`src/rtl/core/pds_pkg.sv`:
```
// ----------------------------------------------------------------------------
// PLL divider solver package
// Shared widths, register indexes, reset values and serial ALU types.
// ----------------------------------------------------------------------------
package pds_pkg;

  // rates and limits
  localparam int unsigned RATE_W     = 32;   // Hz fields
  localparam int unsigned KHZ_W      = 23;   // a 32-bit Hz value in kHz
  localparam int unsigned LIM_W      = 22;   // VCO limit registers
  localparam int unsigned STEP_W     = 20;   // reference step register
  localparam int unsigned VCO_W      = 25;   // 22-bit rate times post divider
  localparam int unsigned GSH_W      = 5;    // common power of two in gcd
  localparam int unsigned POST_W     = 3;
  localparam int unsigned POST_DIV_MAX = 7;
  localparam int unsigned KHZ_FACTOR = 1000;
  localparam int unsigned SAT_KHZ    = 4294967;  // largest kHz that fits in Hz

  // default output field widths
  localparam int unsigned FRAC_WIDTH_DEF    = 24;
  localparam int unsigned FB_DIV_WIDTH_DEF  = 11;
  localparam int unsigned REF_DIV_WIDTH_DEF = 6;

  // configuration port
  localparam int unsigned CFG_IDX_W  = 2;
  localparam int unsigned CFG_DATA_W = 22;
  localparam logic [CFG_IDX_W-1:0] CFG_VCO_LOW  = 2'd0;
  localparam logic [CFG_IDX_W-1:0] CFG_VCO_HIGH = 2'd1;
  localparam logic [CFG_IDX_W-1:0] CFG_REF_STEP = 2'd2;

  localparam logic [LIM_W-1:0]  VCO_LOW_RST  = 22'd800000;
  localparam logic [LIM_W-1:0]  VCO_HIGH_RST = 22'd3200000;
  localparam logic [STEP_W-1:0] REF_STEP_RST = 20'd20000;

  // serial ALU
  typedef enum logic {
    ALU_DIV,
    ALU_MUL
  } alu_op_e;

  typedef struct packed {
    logic    start;
    alu_op_e op;
  } alu_ctrl_t;

  typedef struct packed {
    logic busy;
    logic done;
  } alu_stat_t;

endpackage

```
`src/rtl/core/pds_serial_alu.sv`:
```
// ----------------------------------------------------------------------------
// PLL divider solver serial ALU
// Bit-serial restoring divider and shift-add multiplier, one bit per cycle.
// ----------------------------------------------------------------------------
module pds_serial_alu import pds_pkg::*;
#(
  parameter int unsigned AW = 49
) (
  input  logic          clk_i,
  input  logic          rst_ni,
  input  alu_ctrl_t     ctrl_i,
  input  logic [AW-1:0] a_i,
  input  logic [AW-1:0] b_i,
  output alu_stat_t     stat_o,
  output logic [AW-1:0] q_o,   // quotient
  output logic [AW-1:0] r_o    // remainder or product
);

  localparam int unsigned CW = $clog2(AW + 1);

  alu_op_e       op_q;
  logic          busy_q, done_q;
  logic [CW-1:0] cnt_q;
  logic [AW-1:0] q_q, r_q, m_q;

  logic [AW:0]   trial;
  logic          fits;
  logic [AW:0]   diff;
  logic [AW-1:0] madd;

  assign trial = {r_q, q_q[AW-1]};
  assign fits  = trial >= {1'b0, m_q};
  assign diff  = trial - {1'b0, m_q};
  assign madd  = r_q + (q_q[0] ? m_q : '0);

  always_ff @(posedge clk_i or negedge rst_ni) begin
    if (!rst_ni) begin
      busy_q <= 1'b0;
      done_q <= 1'b0;
      cnt_q  <= '0;
      op_q   <= ALU_DIV;
    end else begin
      done_q <= 1'b0;
      if (ctrl_i.start) begin
        busy_q <= 1'b1;
        cnt_q  <= CW'(AW);
        op_q   <= ctrl_i.op;
      end else if (busy_q) begin
        cnt_q <= cnt_q - 1'b1;
        if (cnt_q == CW'(1)) begin
          busy_q <= 1'b0;
          done_q <= 1'b1;
        end
      end
    end
  end

  always_ff @(posedge clk_i) begin
    if (ctrl_i.start) begin
      q_q <= a_i;
      r_q <= '0;
      m_q <= b_i;
    end else if (busy_q) begin
      if (op_q == ALU_DIV) begin
        r_q <= fits ? diff[AW-1:0] : trial[AW-1:0];
        q_q <= {q_q[AW-2:0], fits};
      end else begin
        r_q <= madd;
        q_q <= q_q >> 1;
        m_q <= m_q << 1;
      end
    end
  end

  assign stat_o.busy = busy_q;
  assign stat_o.done = done_q;
  assign q_o = q_q;
  assign r_o = r_q;

endmodule

```
`config.mk`:
```
export PLATFORM = sky130hd
export DESIGN_NAME = pds_serial_alu
export DESIGN_NICKNAME = d
export VERILOG_FILES = /design/src/rtl/core/pds_pkg.sv /design/src/rtl/core/pds_serial_alu.sv
export SDC_FILE = /design/constraint.sdc
export NUM_CORES = 1
export LEC_CHECK = 0
export ABC_AREA = 0
export BUFFER_PORTS_ARGS = -buffer_cell sky130_fd_sc_hd__buf_2
export CORE_ASPECT_RATIO = 0.6
export CORE_MARGIN = 5
export CORE_UTILIZATION = 40
export CTS_BUF_LIST = sky130_fd_sc_hd__clkbuf_4 sky130_fd_sc_hd__clkbuf_8 sky130_fd_sc_hd__clkbuf_16
export DETAILED_ROUTE_END_ITERATION = 12
export PLACE_DENSITY_LB_ADDON = 0.15
export SKIP_LAST_GASP = 1
export SLEW_MARGIN = 10
export SYNTH_ARGS = -nofsm -noshare
export SYNTH_HDL_FRONTEND = slang
export SYNTH_SLANG_ARGS = --single-unit
```
`constraint.sdc`:
```
create_clock -name clk_i -period 10.2 [get_ports clk_i]
set_input_delay 0.51 -clock clk_i [delete_from_list [all_inputs] [get_ports clk_i]]
set_output_delay 0.51 -clock clk_i [all_outputs]
set_load 0.005 [all_outputs]
```
==> summary.md <==
| Metric | Value |
|---|---|
| Hold Buf Count CTS | `1` |
| Rows | `51` |
| Vias | `12300` |
| Congestion Overflow GR | `0` |
| Residual DRC | `0` |
| Core footprint | `0.0324 mm²` |
| Routability cong. | `0.948` |
| Initial DRC Count | `1104` |
| Final setup vio count | `0` |
| Worst r2r src | `q_o[0]` |
| Layout cells sized above 1 | `15.0%` |
| I/O pin count | `202` |
| Port Buffers | `201` |
| Initial antenna violation count | `0` |
| CP Max Fanout | `27` |
| Worst rel slew slack | `26.7%` |
| CP startpoint | `q_o[0]` |
| Fin Clk Skew | `0.0130 ns` |
| Netlist cell types | `69` |
| Worst skew pair latency | `0.46 ns` |
| Unrepaired setup endpoints after global routing | `no` |
| Setup TNS | `0 ns` |
| Fmax | `219 MHz` |
| Crit path kind | `register to register` |
| Post-synthesis sequential area ratio | `31.6%` |
| Status | `finished, final reports clean` |
| Placed cells | `2157` |
| Mapped cell area | `0.0131 mm²` |
| Maximum capacitance violations | `0` |
| Cells after Synth | `1610` |
| Chip width | `244 µm` |
| Clk sink count | `156` |
| Drt via density | `5.61` |
| Final hold viol count | `0` |
| Setup repair bufs after CTS | `0` |
| Hold WC Path Type | `input port to register` |
| Dominant cell type by area after synthesis | `edfxtp_1` |
| CP Data Arrival Time | `4.88 ns` |
| Final min period | `4.56 ns` |
| Antenna Nets Post-Route | `0` |
| Post-synthesis register bit count | `156` |
| WL/cell | `19.3 µm` |
| Synth Flop Type | `edfxtp_1` |
| Starting density of the core | `40.5%` |
| P_leak | `6.99 nW` |
| Max clock buf depth | `2` |
| Htree depth | `4` |
| Top cells by area, synth | `edfxtp_1, ha_1, dfxtp_1` |
| WP data required | `10.52 ns` |
| Post_cts resized | `0` |
| Asr flop ratio synth | `5.77%` |
| Critical Path Start Type | `register` |
| Total Wirelength | `42200 µm` |
| Pwr/cell area | `271 mW/mm²` |
| Die area | `0.0367 mm²` |
| Share of the clock period used by the worst path | `44.7%` |
| Worst Max-Slew Pin Slew | `1.10 ns` |
| First-pass GRT wire length | `66000 µm` |
| Clock transition at path regs | `0.08 ns` |
| CTS buffer count | `17` |
| Share of the synthesized area in the top cell type | `22.4%` |
| GRT Util Overall | `22.6%` |
| Nets | `1956` |
| Final Hold Slack | `0.288 ns` |
| Synthesized area per cell | `8.15 µm²` |
| Pin count of the biggest net entering global routing | `189` |
| Clock root buffer | `clkbuf_16` |
| Post-synth EDFFs | `98` |
| CTS tree | `yes` |
| Dpl hpwl | `31700 µm` |
| HP Start | `ctrl_i[0]` |
| Peak VDD IR | `173 µV` |
| # diodes | `0` |
| Post-route insts no fill | `2189` |
| Syn_nets | `1813` |
| Area Overhead vs Synth | `14.2%` |
| Drt first pass iters | `5` |
| Vert. Die Dim | `150 µm` |
| Type of element capturing the critical path | `register` |
| Vias in the first global route | `11400` |
| Yosys Warn Count | `0` |
| Fin. max-slew vios | `0` |
[per-layer routing]
metal  GRT usage, %  up-vias  routed length (µm)
met3           3.94       31                2770
met5              0        -                   0
met4           5.24        0                 593
li1               -     6058                   -
met2           30.6      396               16600
met1           36.6     5789               22200
[synth_stat cells, drive strengths merged (13+ instances only)]
master and count:
edfxtp 98, nand2 209, nor3 18, ha 99, and2 58, o21bai 15
nor2 100, nand4 13, a31oi 21, a211oi 16, o211ai 21, mux2i 71
xor2 31, a21o 58, dfxtp 49, buf 17, xnor2 55, nand3 25
a21oi 148, clkbuf 69, nand2b 36, o21ai 184, inv 78
[sequential cells by signal, summed over array words and instances, names as in the netlist]
register / cells
q_o: 49
done_q: 1
r_o: 49
busy_q: 1
op_q: 1
m_q: 49
cnt_q: 6
[worst max-delay path, stage by stage, from the launching register on]
cell      delay [ns]
edfxtp_1        0.88
and2_1          0.23
ha_1            0.18
fa_1            0.22
a21oi_1         0.09
o21ai_0         0.23
a21oi_1         0.17
o211ai_1        0.59
a21oi_1         0.17
o21bai_1        0.31
o21ai_1         0.20
o21ai_1         0.42
a31oi_1         0.20
o211ai_1        0.24
mux2i_1         0.20
a31oi_1         0.09
[report_power, final]
part	switching, mW	leakage (nW)	internal [mW]
combinational	1.41	5.16	0.968
clock	0.313	0.272	0.345
sequential	0.205	1.56	0.822
total	1.93	6.99	2.14
[cell type report]
| class | instances | area [µm²] |
|---|---|---|
| tap | 424 | 531 |
| fill | 3251 | 17400 |
| inverter | 78 | 293 |
| clock buffer | 17 | 425 |
| clock inverter | 14 | 154 |
| multi-input combinational | 1290 | 8330 |
| sequential | 156 | 4150 |
| timing repair buffer | 210 | 1090 |
[cell usage in the layout (no fill, tap or decap), types with 4 or more instances in the layout]
master and n:
nand2b_1 35, mux2i_1 71, a31oi_1 20, nand3_1 25, a21o_1 58, dfxtp_1 49
nor2_1 99, o211ai_1 21, inv_1 77, a221oi_1 6, edfxtp_1 98, nand4_1 13
clkinvlp_4 4, buf_2 200, xnor2_1 55, nand2_1 209, ha_1 99, or3_1 4
o21a_1 10, a211oi_1 15, clkbuf_16 17, nor3b_1 4, o21ai_0 170, o21bai_1 15
o21ai_1 13, nor3_1 18, buf_4 7, inv_6 5, nor2b_1 11, o31ai_1 4
a21oi_1 147, xor2_1 31, and3_1 11, and2_1 58, o22ai_1 4, a22oi_1 11
dfrtp_1 7
[through the flow]
step	power, mW	util, %	instance area (µm²)	setup slack [ns]
2_1_floorplan	2.74	-	13100	6.58
3_3_place_gp	3.35	44.4	14400	5.71
3_5_place_dp	3.37	44.4	14400	5.64
4_1_cts	4.05	46.2	15000	5.61
5_1_grt	4.38	46.2	15000	5.19
6_report	4.06	46.2	15000	5.64
[cells by family after synthesis]
| family | count (synthesis) | share of synthesized area (%) |
|---|---|---|
| AOI/OAI and AO/OA | 526 | 24.4 |
| and+or+nand+nor | 503 | 17.9 |
| buffers and inverters | 164 | 4.95 |
| DFF | 156 | 31.6 |
| adders and majority gates | 101 | 9.74 |
| xor gates and xnor gates | 86 | 5.74 |
| muxes | 74 | 5.67 |
[path summary, 6_finish.rpt]
| check | endpoint | slack [ns] | depth (start not counted) |
|---|---|---|---|
| worst max-delay path | r_o[48] | 5.64 | 15 |
| worst min-delay path | op_q | 0.29 | 2 |
| worst max register to register | r_o[48] | 5.64 | 15 |
| worst min register to register | r_o[34] | 0.54 | 2 |
| max in group asynchronous | op_q | 9.53 | 2 |
| min in group asynchronous | cnt_q[1] | 0.46 | 2 |
Power figures use the tool's default switching activity.
